===== src/sv/robpc_pkg.sv =====
// ----------------------------------------------------------------------------
// robpc_pkg
// Shared types, register indexes and widths of the ray / oriented box crop.
// ----------------------------------------------------------------------------
package robpc_pkg;

  localparam int unsigned MaxCloudPoints = 65536;
  localparam int unsigned CfgW = 48;
  localparam int unsigned CfgIdxW = 3;

  // register indexes
  localparam logic [CfgIdxW-1:0] REG_BOX_ORIGIN = 3'd0;
  localparam logic [CfgIdxW-1:0] REG_ROT_COL0   = 3'd1;
  localparam logic [CfgIdxW-1:0] REG_ROT_COL1   = 3'd2;
  localparam logic [CfgIdxW-1:0] REG_ROT_COL2   = 3'd3;
  localparam logic [CfgIdxW-1:0] REG_HALF_SIZE  = 3'd4;

  typedef struct packed {
    logic signed [15:0] point_x;
    logic signed [15:0] point_y;
    logic signed [15:0] point_z;
    logic               point_finite;
    logic               last_point;
  } in_item_t;

  typedef struct packed {
    logic [15:0] point_index;
    logic        ray_hit;
    logic        occluding;
    logic        inside_box;
    logic [15:0] hit_count;
    logic [15:0] occluding_count;
    logic        cloud_done;
  } out_item_t;

  // item handed from the front to the back: point plus its sequence number
  typedef struct packed {
    in_item_t    pt;
    logic [15:0] idx;
  } front_item_t;

  // classification record; no module in the project uses it
  typedef struct packed {
    logic        hit;
    logic        occ;
    logic        ins;
    logic [15:0] idx;
    logic        last;
  } class_t;

endpackage


===== src/sv/robpc_front.sv =====
// ----------------------------------------------------------------------------
// robpc_front
// Accepts points, numbers them and feeds a short queue towards the back part.
// ----------------------------------------------------------------------------
module robpc_front #(
  parameter int unsigned MAX_CLOUD_POINTS = robpc_pkg::MaxCloudPoints
) (
  input  logic                   clk,
  input  logic                   rst_n,
  input  logic                   in_valid,
  output logic                   in_stall,
  input  robpc_pkg::in_item_t    in_data,
  output logic                   q_valid,
  input  logic                   q_pop,
  output robpc_pkg::front_item_t q_data
);

  localparam int unsigned Depth = 2;

  robpc_pkg::front_item_t mem_r [Depth];
  logic                   wp_r, wp_nxt, rp_r, rp_nxt;
  logic [1:0]             cnt_r, cnt_nxt;
  logic [15:0]            idx_r, idx_nxt;
  logic                   push;
  logic [16:0]            nx;

  assign in_stall = (cnt_r == 2'd2);
  assign push     = in_valid && !in_stall;
  assign q_valid  = (cnt_r != 2'd0);
  assign q_data   = mem_r[rp_r];

  // point numbering, wraps at the cloud size or 16 bits and restarts after a last point
  always_comb begin
    nx = {1'b0, idx_r} + 17'd1;
    idx_nxt = idx_r;
    if (push) begin
      if (in_data.last_point) idx_nxt = '0;
      else if ({15'd0, nx} >= MAX_CLOUD_POINTS || nx[16]) idx_nxt = '0;
      else idx_nxt = nx[15:0];
    end
    wp_nxt  = push ? ~wp_r : wp_r;
    rp_nxt  = q_pop ? ~rp_r : rp_r;
    cnt_nxt = cnt_r + {1'b0, push} - {1'b0, q_pop};
  end

  always_ff @(posedge clk) begin
    if (!rst_n) begin
      wp_r <= 1'b0; rp_r <= 1'b0; cnt_r <= '0; idx_r <= '0;
    end else begin
      wp_r <= wp_nxt; rp_r <= rp_nxt; cnt_r <= cnt_nxt; idx_r <= idx_nxt;
    end
  end

  // queue storage
  always_ff @(posedge clk) begin
    if (push) begin
      mem_r[wp_r] <= '{pt: in_data, idx: idx_r};
    end
  end

  a_no_overflow: assert property (@(posedge clk) disable iff (!rst_n)
    cnt_r == 2'd2 |-> !push) else $error("queue overflow");
  a_no_underflow: assert property (@(posedge clk) disable iff (!rst_n)
    q_pop |-> cnt_r != 2'd0) else $error("queue underflow");
  a_cnt_range: assert property (@(posedge clk) disable iff (!rst_n)
    cnt_r != 2'd3) else $error("queue count out of range");

endmodule


===== config.mk =====
export PLATFORM = sky130hd
export DESIGN_NAME = robpc_front
export DESIGN_NICKNAME = d
export VERILOG_FILES = /design/src/sv/robpc_pkg.sv /design/src/sv/robpc_front.sv
export SDC_FILE = /design/constraint.sdc
export NUM_CORES = 1
export LEC_CHECK = 0
export ABC_AREA = 1
export BUFFER_PORTS_ARGS = -buffer_cell sky130_fd_sc_hd__buf_2
export CORE_MARGIN = 4
export CORE_UTILIZATION = 40
export DETAILED_ROUTE_END_ITERATION = 7
export SYNTH_ARGS = -nofsm -noshare
export SYNTH_HDL_FRONTEND = slang
export SYNTH_SLANG_ARGS = --single-unit

===== constraint.sdc =====
create_clock -name clk -period 10.5 [get_ports clk]
set_clock_uncertainty 0.2 [all_clocks]
set_input_delay 2.1 -clock clk [delete_from_list [all_inputs] [get_ports clk]]
set_output_delay 2.1 -clock clk [all_outputs]
set_load 0.05 [all_outputs]

==> results.md, run 1 <==
Status:
- The flow ran to the end, and the final reports show no timing, DRC or antenna violations.

Clock network:
- Buffers added to address setup during post-CTS repair amount to 0.
- The tree is rooted in a clkbuf_16.
- In this run, post-CTS hold repair placed 0 buffers.
- The H-tree was split into 4 levels.
- CTS saw 153 sinks.
- The clock insertion delay at the later pin of the skew report is 0.41 ns.
- The number of buffers inserted during clock tree synthesis is 17.
- The buffer depth of the longest clock path is 2.
- The number of gates resized after cts is 0.
- Clock-pin slew was measured on the worst setup and hold paths at 0.06 ns.
- TritonCTS built the clock tree.

STA:
- For this run, the top clock speed supported by timing is 227.1 MHz.
- The number of failing hold endpoints at the final stage is 0.
- Setup repair after global routing left no endpoint under its margin.
- The pin slew with the least headroom to its limit is 0.9443 ns.
- After routing, the total negative slack on setup checks comes to 0 ns.
- The worst path in the final design needs a cycle of 4.404 ns, including I/O delays and setup.
- Headroom to the max-slew limit came out at 37.05%.
- The fraction of the cycle the final worst path needs is 41.94%.
- The final setup violation count is 0.
- The total count of max-transition violations in the final report is 0.

Critical path:
- On the critical path the largest part of the delay comes from buffers and inverters.
- The capture point of the worst path is q_data[6].
- The minimum setup slack among reg-to-reg paths is 8.24 ns.
- STA classifies the critical path startpoint as a flip-flop.
- The required arrival time at the worst endpoint is 8.20 ns.
- The slowest stage of the critical path is the buf_4 cell.
- On the worst path, the slowest cell contributes a delay of 0.65 ns.
- The worst setup path is of the flip-flop to primary output kind.
- The critical path data arrival time is 2.10 ns.
- STA classifies the critical path endpoint as a primary output.
- The worst path buffer plus inverter count is 2.
- The worst reg2reg path depth is 8.
- The startpoint identified for the worst register-to-register timing path is cnt_r[1]$_SDFF_PN0_.
- The signal on the critical path passes through buf_4 -> mux2_2 -> buf_2.
- The number of gates on the worst path with buffers counted is 3.
- The reg-to-reg critical path endpoint is cnt_r[1]$_SDFF_PN0_.
- In this run the worst path has a maximum fanout of 66.

Global routing:
- The global-route met2 utilization is 21.72%.
- In the global route stage, met1 resource usage came out at 16.76%.
- The fraction of met3 tracks used by global routing is 4.122%.
- The initial antenna violation count was 0.
- Across every metal layer, demand over resource in global routing totals 13.47%.
- The layer with the highest usage is met2.
- Entering global routing, the biggest net connects 68 pins.
- The number of global-route vias before repair was 3528.
- The overflow left after global routing is 0.
- The first global-routing pass estimated 17.21 mm of wire.

Synthesis:
- Yosys mapped a number of flops with a built-in enable equal to 132.
- For this run, the leading register cell type out of synthesis is edfxtp_1.
- After synthesis the cells add up to 5923 um^2.
- The fraction of synthesized cell area taken by the top area cell type is 66.92%.
- When the netlist entered floorplanning its net count stood at 432.
- The count of mapped cells out of synthesis is 375.
- Yosys mapped the design onto 28 distinct sky130hd cell types.
- The cell type with the highest aggregate area in the netlist is edfxtp_1.
- Ranked by total cell area, the synthesized netlist is headed by edfxtp_1 67%, mux2_2 13%, dfxtp_1 7.1%.
- The yosys synthesis warning count is 0.
- The mean cell area of the mapped netlist is 15.80 um^2.
- The share of async-settable or async-resettable flops after synthesis is 0%.
- Sequential cells were found to cover 74.02% of the synthesized design area.
- After synthesis the netlist holds a flip-flop and latch count of 153.

Power and ir drop:
- For this design the ratio of total power to cell area is 218.8 nW/um^2.
- The worst vdd rail ir drop is 124.0 uV.
- For this design the static power due to leakage is 2.755 nW.

Floorplanning:
- The core outline area is 14530 um^2.
- For this configuration, the core starts out at a cell density of 40.75%.
- Measured along the y axis, the die boundary spans 129.7 um.
- From left edge to right edge, the die measures 129.7 um.
- For this design the top-level I/O count stands at 122.
- The die covers 16820 um^2.
- The number of cell rows is 44.

Drt:
- The count of TritonRoute iterations in the first routing pass is 4.
- In the routed design, unresolved DRC markers number 0.
- Dividing the detail-routed wire length by the instance count gives 15.62 um.
- The final layout contains routed wiring with a total length of 11.03 mm.
- The final route contains 3405 vias.
- In the routed layout, each cell is associated on average with a via count of 4.823.
- The number of violations reported at the end of detailed-routing iteration 0 is 221.
- The remaining antenna violation count after routing is 0.

Layout:
- In the final layout, the multi-input gates occupy 1400 um^2.
- The antenna diode instance count is 0.
- The layout has 1285 filler cells.
- In the final layout, the share of cells above drive strength 1 is 45.59%.
- The area taken by flip-flops and latches is 4385 um^2.
- The top cell types in the final layout, fill and taps aside, are 132 x edfxtp_1, 121 x buf_2, 66 x mux2_2.
- Leaving out fill and tap cells, the most frequent cell in the layout is edfxtp_1.
- For this run, the post-layout net count is 566.
- For this run, the share of the core covered by cells in the final layout is 50.30%.
- The relative area change from synthesis to final layout is 23.43%.

Placed design:
- At the end of routability-driven placement, the weighted congestion stood at 0.7502.
- The number of buffers inserted by port buffering is 121.
- The sum of net half-perimeters after detailed placement is 7.040 mm.

Flow run:
- The tool flagged a number of max-cap violations equal to 0.

Hold path:
- The type of the most critical hold path is flip-flop to flip-flop.
-- routing by layer --
layer,share of wire (%),up-vias
met5,0,-
met4,2.0,0
met3,7.4,18
met2,48,108
met1,42,1646
li1,-,1633
-- flip-flops by register name (all words and copies together), names as in the netlist, named ones only --
name   count
rp_r       1
cnt_r      2
wp_r       1
mem_r    132
idx_r     16
-- cell type report --
| class | count | area share, % |
|---|---|---|
| multi-input cells | 185 | 19.15 |
| clock inverters | 8 | 0.9413 |
| clock buffers | 24 | 6.726 |
| repair buffers | 124 | 8.591 |
| well taps | 184 | 3.149 |
| flip-flops and latches | 153 | 59.99 |
| inverters | 28 | 1.455 |
-- through the flow --
stage               power [mW]  hold slack [ns]  area, um^2  instances  setup slack [ns]
detailed placement       1.050           0.3013        6750        674             6.510
floorplan               0.9784           0.2604        5923        375             4.697
CTS                      1.620           0.3195        7311        706             6.057
global route             1.662           0.3428        7311        706             6.015
global placement         1.045           0.2905        6750        674             6.523
finish                   1.599           0.3171        7311        706             6.096
-- tightest hold or removal path, stage by stage, from the launching register on --
cell	delay [ns]
dfxtp_1	0.33
xnor2_1	0.08
nor2_1	0.07
-- worst min path at each step --
stage                                       from                      to  slack (ns)  depth (start not counted)
after floorplan           idx_r[11]$_SDFFE_PN0P_  mem_r[0][11]$_DFFE_PP_        0.26                          0
after global placement         rp_r$_SDFFE_PN0P_               flip-flop        0.29                          2
after detailed placement       rp_r$_SDFFE_PN0P_               flip-flop        0.30                          2
after CTS                      rp_r$_SDFFE_PN0P_       rp_r$_SDFFE_PN0P_        0.32                          2
after global routing       idx_r[0]$_SDFFE_PN0P_   mem_r[1][0]$_DFFE_PP_        0.34                          0
final                          rp_r$_SDFFE_PN0P_       rp_r$_SDFFE_PN0P_        0.32                          2
-- Yosys cell counts, types with 2 or more instances --
cell type    n
a21oi_1      6
buf_2        8
dfxtp_1     21
edfxtp_1   132
ha_1         3
inv_1       26
mux2_2      66
nand2_1     33
nand2_4      2
nand3_1     14
nand4_1      5
nor2_1      28
nor2_2       5
nor2_4       2
o21ai_0      8
xnor2_1      2
xor2_1       3
-- power by group --
| part | switching [mW] | leakage [nW] | internal, mW |
|---|---|---|---|
| sequential | 0.0134 | 1.42 | 0.721 |
| clock | 0.219 | 0.273 | 0.348 |
| combinational | 0.221 | 1.06 | 0.0753 |
-- kinds of logic after synthesis --
kind of cell	after synthesis	share of synthesized area (%)
mux	66	12.55
fa+ha+maj	3	0.6338
simple gates	92	7.478
flops	153	74.02
compound gates	19	1.986
buf+inv	37	2.598
xor+xnor	5	0.7395
No activity file was read; power rests on OpenSTA's default activity.
==> run 2, diff against run 1 <==
==> constraint.sdc (replaced) <==
create_clock -name clk -period 4.4 [get_ports clk]
set_clock_uncertainty 0.2 [all_clocks]
set_input_delay 0.88 -clock clk [delete_from_list [all_inputs] [get_ports clk]]
set_output_delay 0.88 -clock clk [all_outputs]
set_load 0.05 [all_outputs]
==> run 2 against run 1 <==
Effect of this change:
- register-to-register slack got worse by 6.1 ns
- via count decreased by 1.0%
- die area is the same
- wire length is 0.15% lower
- largest cell class unchanged
- largest power group unchanged
==> results.md, run 2 (synthesis gave the netlist of run 1 again) <==
Status:
- The flow ran to the end, and the final reports show no timing, DRC or antenna violations.

Drt:
- The residual DRC count is 0.
- For this block, the routed nets add up to 11.01 mm of wire.
- The count of TritonRoute iterations in the first routing pass is 4.
- The vias per cell is 4.768.
- The detailed router placed 3371 vias in this run.
- The number of violations reported at the end of detailed-routing iteration 0 is 151.
- After detailed routing, the average wire length per cell comes to 15.57 um.
- The count of nets left with antenna violations once routing finished came out at 0.

Clock network:
- The number of hold buffers added after CTS is 0.
- Once the clock tree was built, the resizer swapped 0 gates to a different size.
- The count of clock tree sinks is 153.
- The clock insertion delay at the later pin of the skew report is 0.41 ns.
- After clock tree synthesis, the clock-pin slew on the worst setup and hold paths is 0.06 ns.
- The longest clock path from root to sink contains 2 buffers.
- The TritonCTS clock tree is done.
- The maximum level of the CTS H-tree is 4.
- The buffers inserted during post-CTS setup optimization is 0.
- The clock root buffer is clkbuf_16.
- The number of buffers inserted during clock tree synthesis is 17.

Placed design:
- The HPWL after detailed placement is 7.305 mm.
- The number of cells in the design after placement is 675.
- Input and output buffers added on the ports amount to 121.
- The last weighted congestion value of the routability-driven placer is 0.7422.

Global routing:
- The first global-routing pass estimated 17.11 mm of wire.
- The initial antenna violation count was 0.
- For this run the aggregate overflow at the end of global routing stands at 0.
- The overall track demand over capacity in global routing is 13.47%.
- Entering global routing, the biggest net connects 67 pins.
- The number of global-route vias before repair is 3392.

Flow run:
- Across the run, the number of max-cap violations was 0.

Floorplanning:
- The floorplan die area is 16820 um^2.
- After floorplanning, the core was divided into 44 placement rows.
- After floorplanning, the core was sized to cover 14530 um^2.
- Once the floorplan was initialized, standard cells occupied 40.75% of the core.
- The vertical die dimension is 129.7 um.
- For this design the top-level I/O count stands at 122.
- The width of the die is 129.7 um.

Critical path:
- By startpoint and endpoint, the worst setup path is classified as flip-flop to primary output.
- Setup slack on the worst reg-to-reg path comes out at 2.14 ns.
- The required arrival time at the worst endpoint is 3.32 ns.
- The worst setup path is launched from a flip-flop.
- The critical path data arrival time is 2.04 ns.
- The maximum fanout count along the critical path is 66.
- STA classifies the critical path endpoint as a primary output.

Power and ir drop:
- The design draws 3.968 mW.
- The worst vdd rail ir drop is 282.2 uV.
- The cell area power density is 536.1 nW/um^2.
- For this design the static power due to leakage is 2.795 nW.

Layout:
- In the layout the commonest cells are 132 x edfxtp_1, 121 x buf_2, 66 x mux2_2.
- In the final layout, the share of cells above drive strength 1 is 45.70%.
- The filler cells instantiated in the layout total 1258.
- The relative area change from synthesis to final layout is 24.95%.
- 0 antenna diodes ended up in the layout.
- The net count reported at finish is 567.
- The register with the most flip-flops in the layout has 132 of them.
- The largest registers in the layout are mem_r x132, idx_r x16, cnt_r x2.
- mem_r holds more flip-flops than any other register.
- The final cell count without fillers is 707.
- The most common library cell in the layout ignoring fill and taps is edfxtp_1.

STA:
- The worst path needs 3.123 ns of the cycle, external delays included.
- The number of failing hold endpoints at the final stage is 0.
- In the finished design, the share of the clock period the worst path needs comes to 70.97%.
- Setup repair after global routing left no endpoint under its margin.
- The total count of max-transition violations in the final report was 0.
- At the pin with the least slew margin, the transition time is 0.9151 ns.
- The final setup violation count is 0.
- Static timing analysis puts the maximum clock frequency at 320.2 MHz.
- The worst pin sits at a relative slew slack of 38.99%.
- Summed over all failing endpoints, the final setup total negative slack is 0 ns.

Hold path:
- The path class of the tightest hold or removal check is flip-flop to flip-flop.
[run 2: changes by cell type in the layout (fill, tap and decap cells not counted)]
cell,delta
buf_12,+2
buf_4,-1
bufinv_16,+3
clkbuf_8,-2
clkinvlp_4,-1
dfxtp_2,-1
dfxtp_4,+1
[run 2: worst max-delay path, stage by stage (launching register included)]
cell     delay [ns]
dfxtp_4        0.93
mux2_2         0.44
buf_2          0.22
[run 2: power breakdown]
part / leakage (nW) / internal [mW] / switching, mW
registers: 1.42 / 1.72 / 0.0553
clock network: 0.301 / 0.973 / 0.524
logic: 1.08 / 0.189 / 0.508
total: 2.80 / 2.88 / 1.09
[run 2: worst paths after layout]
check,to,start,depth (start not counted)
setup reg to reg,mem_r[1][65]$_DFFE_PP_,cnt_r[1]$_SDFF_PN0_,4
hold / removal,flip-flop,rp_r$_SDFFE_PN0P_,2
hold reg to reg,flip-flop,rp_r$_SDFFE_PN0P_,2
setup / recovery,q_data[4],flip-flop,2
[run 2: through the flow]
step	utilization [%]	hold slack [ns]	cell area (um^2)	setup WS [ns]
6_report	50.92	0.3139	7401	1.277
5_1_grt	50.92	0.3320	7401	1.131
4_1_cts	50.92	0.3128	7401	1.195
3_5_place_dp	46.69	0.3024	6785	1.612
3_3_place_gp	46.69	0.2966	6785	1.665
2_1_floorplan	-	0.2604	5928	0.9512
[run 2: final cells by class]
cell class | count | area (um^2) | area share (%)
Inverter | 28 | 106.4 | 1.437
Tap cell | 184 | 230.2 | 3.111
Multi-Input combinational cell | 185 | 1400 | 18.92
Clock buffer | 22 | 464.2 | 6.272
Clock inverter | 10 | 151.4 | 2.046
Timing Repair Buffer | 125 | 660.6 | 8.926
Sequential cell | 153 | 4388 | 59.29
[run 2: routing by layer]
layer  track usage [%]  vias up  wire, um
li1                  -     1635         -
met1             16.94     1621      4812
met4             6.357        0       175
met2             21.35      102      5290
met5                 0        -         0
met3             4.163       13       732
==> run 3, diff against run 2 <==
--- a/config.mk
+++ b/config.mk
@@ -5,7 +5,7 @@
 export SDC_FILE = /design/constraint.sdc
 export NUM_CORES = 1
 export LEC_CHECK = 0
-export ABC_AREA = 1
+export ABC_AREA = 0
 export BUFFER_PORTS_ARGS = -buffer_cell sky130_fd_sc_hd__buf_2
 export CORE_MARGIN = 4
 export CORE_UTILIZATION = 40
==> constraint.sdc (replaced) <==
create_clock -name clk -period 3.2 [get_ports clk]
set_clock_uncertainty 0.2 [all_clocks]
set_input_delay 0.64 -clock clk [delete_from_list [all_inputs] [get_ports clk]]
set_output_delay 0.64 -clock clk [all_outputs]
set_load 0.05 [all_outputs]
==> run 3 against run 2 <==
Effect of this change:
- die area down 0.42%
- final area about the same
- hold slack worse by 0.10 ns
- largest cell class unchanged
==> results.md, run 3 <==
Status:
- The run finished with clean final reports.

Synthesis:
- The share of async-settable or async-resettable flops after synthesis is 0%.
- The top cell type by area accounts for 67.22% of the synthesized area.
- The post-synth design cell area is 5897 um^2.
- In the synthesized netlist, the number of instances is 336.
- In this run, synthesis produced a sequential element count of 153.
- The number of unique standard cell types used by synthesis is 47.
- By instance count, the leading cell after synthesis is edfxtp_1.
- The share of the yosys chip area belonging to registers is 74.35%.
- Sorting the synthesized cells by how often they occur yields 132 x edfxtp_1, 60 x mux2_2, 21 x dfxtp_1.
- The net count of the mapped netlist is 393.
- For this run, the number of Yosys warnings is 0.
- Each instance of the synthesized netlist takes up on average 17.55 um^2.
- The dominant register cell in the synthesized netlist is edfxtp_1.
- Sorting the synthesized cells by area gives the leading types as edfxtp_1 67%, mux2_2 11%, dfxtp_1 7.1%.
- The count of flip-flops with a built-in enable after synthesis is 132.
- The cell type with the highest aggregate area in the netlist is edfxtp_1.

Clock network:
- The H-tree was split into 4 levels.
- In this run, CTS created clock tree buffers numbering 17.
- The clock-pin slew reported for the worst setup and hold paths after clock tree synthesis is 0.06 ns.
- Gates resized during post-CTS repair numbered 0.
- The TritonCTS clock tree is done.
- At the later pin of the worst-skew pair, clock insertion delay measures 0.41 ns.
- The buffers inserted during post-CTS setup optimization is 0.
- The number of hold buffers added after CTS was 0.
- In this run the clock root is driven by a clkbuf_16.
- In this run the deepest clock path goes through 2 buffers.
- The clock net in this run drives a total of 153 sinks.

Hold path:
- The hold path startpoint is in_data[40].
- Along the worst hold path, the cell count comes to 1.
- The type of the most critical hold path is primary input to flip-flop.

Layout:
- Cells with a size suffix above 1 make up 46.88% of the layout.
- Leaving out fill and tap cells, the most frequent cells in the layout are 132 x edfxtp_1, 121 x buf_2, 60 x mux2_2.
- The repair_antennas step left the layout with diodes totalling 0.
- The net count reported at finish is 524.
- In the final layout, the registers with the most flip-flops are mem_r x132, idx_r x16, cnt_r x2.
- The core occupancy in the finished layout is 51.12%.
- The relative area change from synthesis to final layout is 25.53%.
- The register with the most flip-flops in the layout has 132 of them.
- mem_r holds more flip-flops than any other register.
- The most common library cell in the layout ignoring fill and taps is edfxtp_1.

Floorplanning:
- The core outline area is 14480 um^2.
- The number of cell rows is 44.
- The floorplan step defined a die boundary enclosing 16750 um^2.
- The initial standard-cell utilization of the core is 40.73%.
- The width of the die is 129.4 um.
- The top-level port count is 122.
- The vertical die dimension is 129.4 um.

Critical path:
- Of all nets on the critical path, the largest fanout is 66.
- The worst register-to-register path begins at cnt_r[0]$_SDFF_PN0_.
- The worst setup path is captured at a primary output.
- At the worst endpoint, the required time is 2.36 ns.
- The startpoint type of the worst setup path is a flip-flop.
- For the worst setup path, the data arrival time is 1.74 ns.
- The worst reg2reg path depth is 9.
- The critical path class is flip-flop to primary output.

STA:
- Setup repair after global routing left no endpoint under its margin.
- The clock period minus worst slack is 2.585 ns.
- The total count of max-transition violations in the final report is 0.
- The number of failing hold endpoints at the final stage is 0.
- The final setup violation count is 0.
- The worst slew margin relative to its limit is 72.64%.
- The summed negative setup slack over all endpoints is 0 ns.
- For the pin with the worst max-slew slack, the measured transition is 0.4105 ns.
- The maximum achievable frequency is 386.9 MHz.
- The fraction of the cycle the final worst path needs is 80.77%.

Power and ir drop:
- Summed over all cells, the static leakage comes to 2.742 nW.
- The worst vdd rail ir drop is 487.0 uV.
- The cell area power density is 829.6 nW/um^2.

Drt:
- The wire length reported by the detailed router is 11.44 mm.
- The number of vias after detailed routing is 3359.
- The remaining antenna violation count after routing is 0.
- The detailed router finished its first iteration with 192 violations.
- After detailed routing, the number of remaining DRC violations is 0.
- The first TritonRoute pass finished after 4 iterations.
- The vias per cell is 5.059.
- The detail-routed net length per standard cell is 17.22 um.

Global routing:
- The largest net degree at the start of global routing is 67.
- The first global-routing pass estimated 17.79 mm of wire.
- Across every metal layer, demand over resource in global routing totals 14.05%.
- The initial antenna violation count is 0.
- The number of global-route vias before repair came to 3445.
- For this run the aggregate overflow at the end of global routing stands at 0.

Placed design:
- The number of buffers inserted by port buffering is 121.
- At the end of routability-driven placement, the weighted congestion stood at 0.7843.
- The sum of net half-perimeters after detailed placement is 7.222 mm.

Flow run:
- The tool flagged a number of max-cap violations equal to 0.
[run 3: cells by family (layout without fill, tap and decap cells)]
family          after synthesis  in the layout  share of synthesized area [%]
flops                       153            153                          74.35
fa+ha+maj                     3              3                         0.6366
compound gates               25             25                          3.161
mux                          66             66                          12.60
xor+xnor                      7              7                          1.040
buf+inv                      16            160                          1.252
simple gates                 66             66                          6.960
[run 3: critical path, cell delays in order, from the launching register on]
cell and delay [ns]:
dfxtp_2 0.34, buf_12 0.32, mux2_2 0.42, buf_2 0.22
[run 3: per-stage QoR]
step | cells | cell area (um^2) | setup slack (ns) | hold slack [ns] | total power [mW]
6_report | 664 | 7402 | 0.6154 | 0.2126 | 6.141
3_5_place_dp | 632 | 6744 | 0.7508 | 0.2894 | 4.005
3_3_place_gp | 632 | 6744 | 0.8114 | 0.2929 | 3.981
5_1_grt | 664 | 7402 | 0.5241 | 0.1868 | 6.391
4_1_cts | 664 | 7402 | 0.5703 | 0.1930 | 6.216
2_1_floorplan | 336 | 5904 | 0.3289 | 0.2614 | 3.648
[run 3: power breakdown]
| part | leakage (nW) | internal [mW] | switching [mW] | total, mW |
|---|---|---|---|---|
| combinational | 1.01 | 0.356 | 1.03 | 1.38 |
| clock | 0.312 | 1.46 | 0.745 | 2.20 |
| sequential | 1.42 | 2.49 | 0.0659 | 2.56 |
| total | 2.74 | 4.30 | 1.84 | 6.14 |
[run 3: final timing paths]
path                                 end  slack [ns]
setup / recovery               q_data[5]        0.62
hold / removal    mem_r[0][56]$_DFFE_PP_        0.21
setup reg to reg     cnt_r[1]$_SDFF_PN0_        0.92
hold reg to reg    idx_r[1]$_SDFFE_PN0P_        0.29
[run 3: area by class of cell]
class / count / area [um^2]
Clock inverter: 13 / 225.2
Fill cell: 1238 / 7077
Tap cell: 184 / 230.2
Sequential cell: 153 / 4385
Multi-Input combinational cell: 167 / 1448
Timing Repair Buffer: 124 / 665.6
Clock buffer: 19 / 432.9
Inverter: 4 / 15.01
[run 3: layer usage]
metal	part of all wire, %	vias up	track usage (%)
met3	6.7	12	4.163
met4	1.3	0	5.379
li1	-	1578	-
met1	43	1663	17.19
met5	0	-	0
met2	49	106	23.60
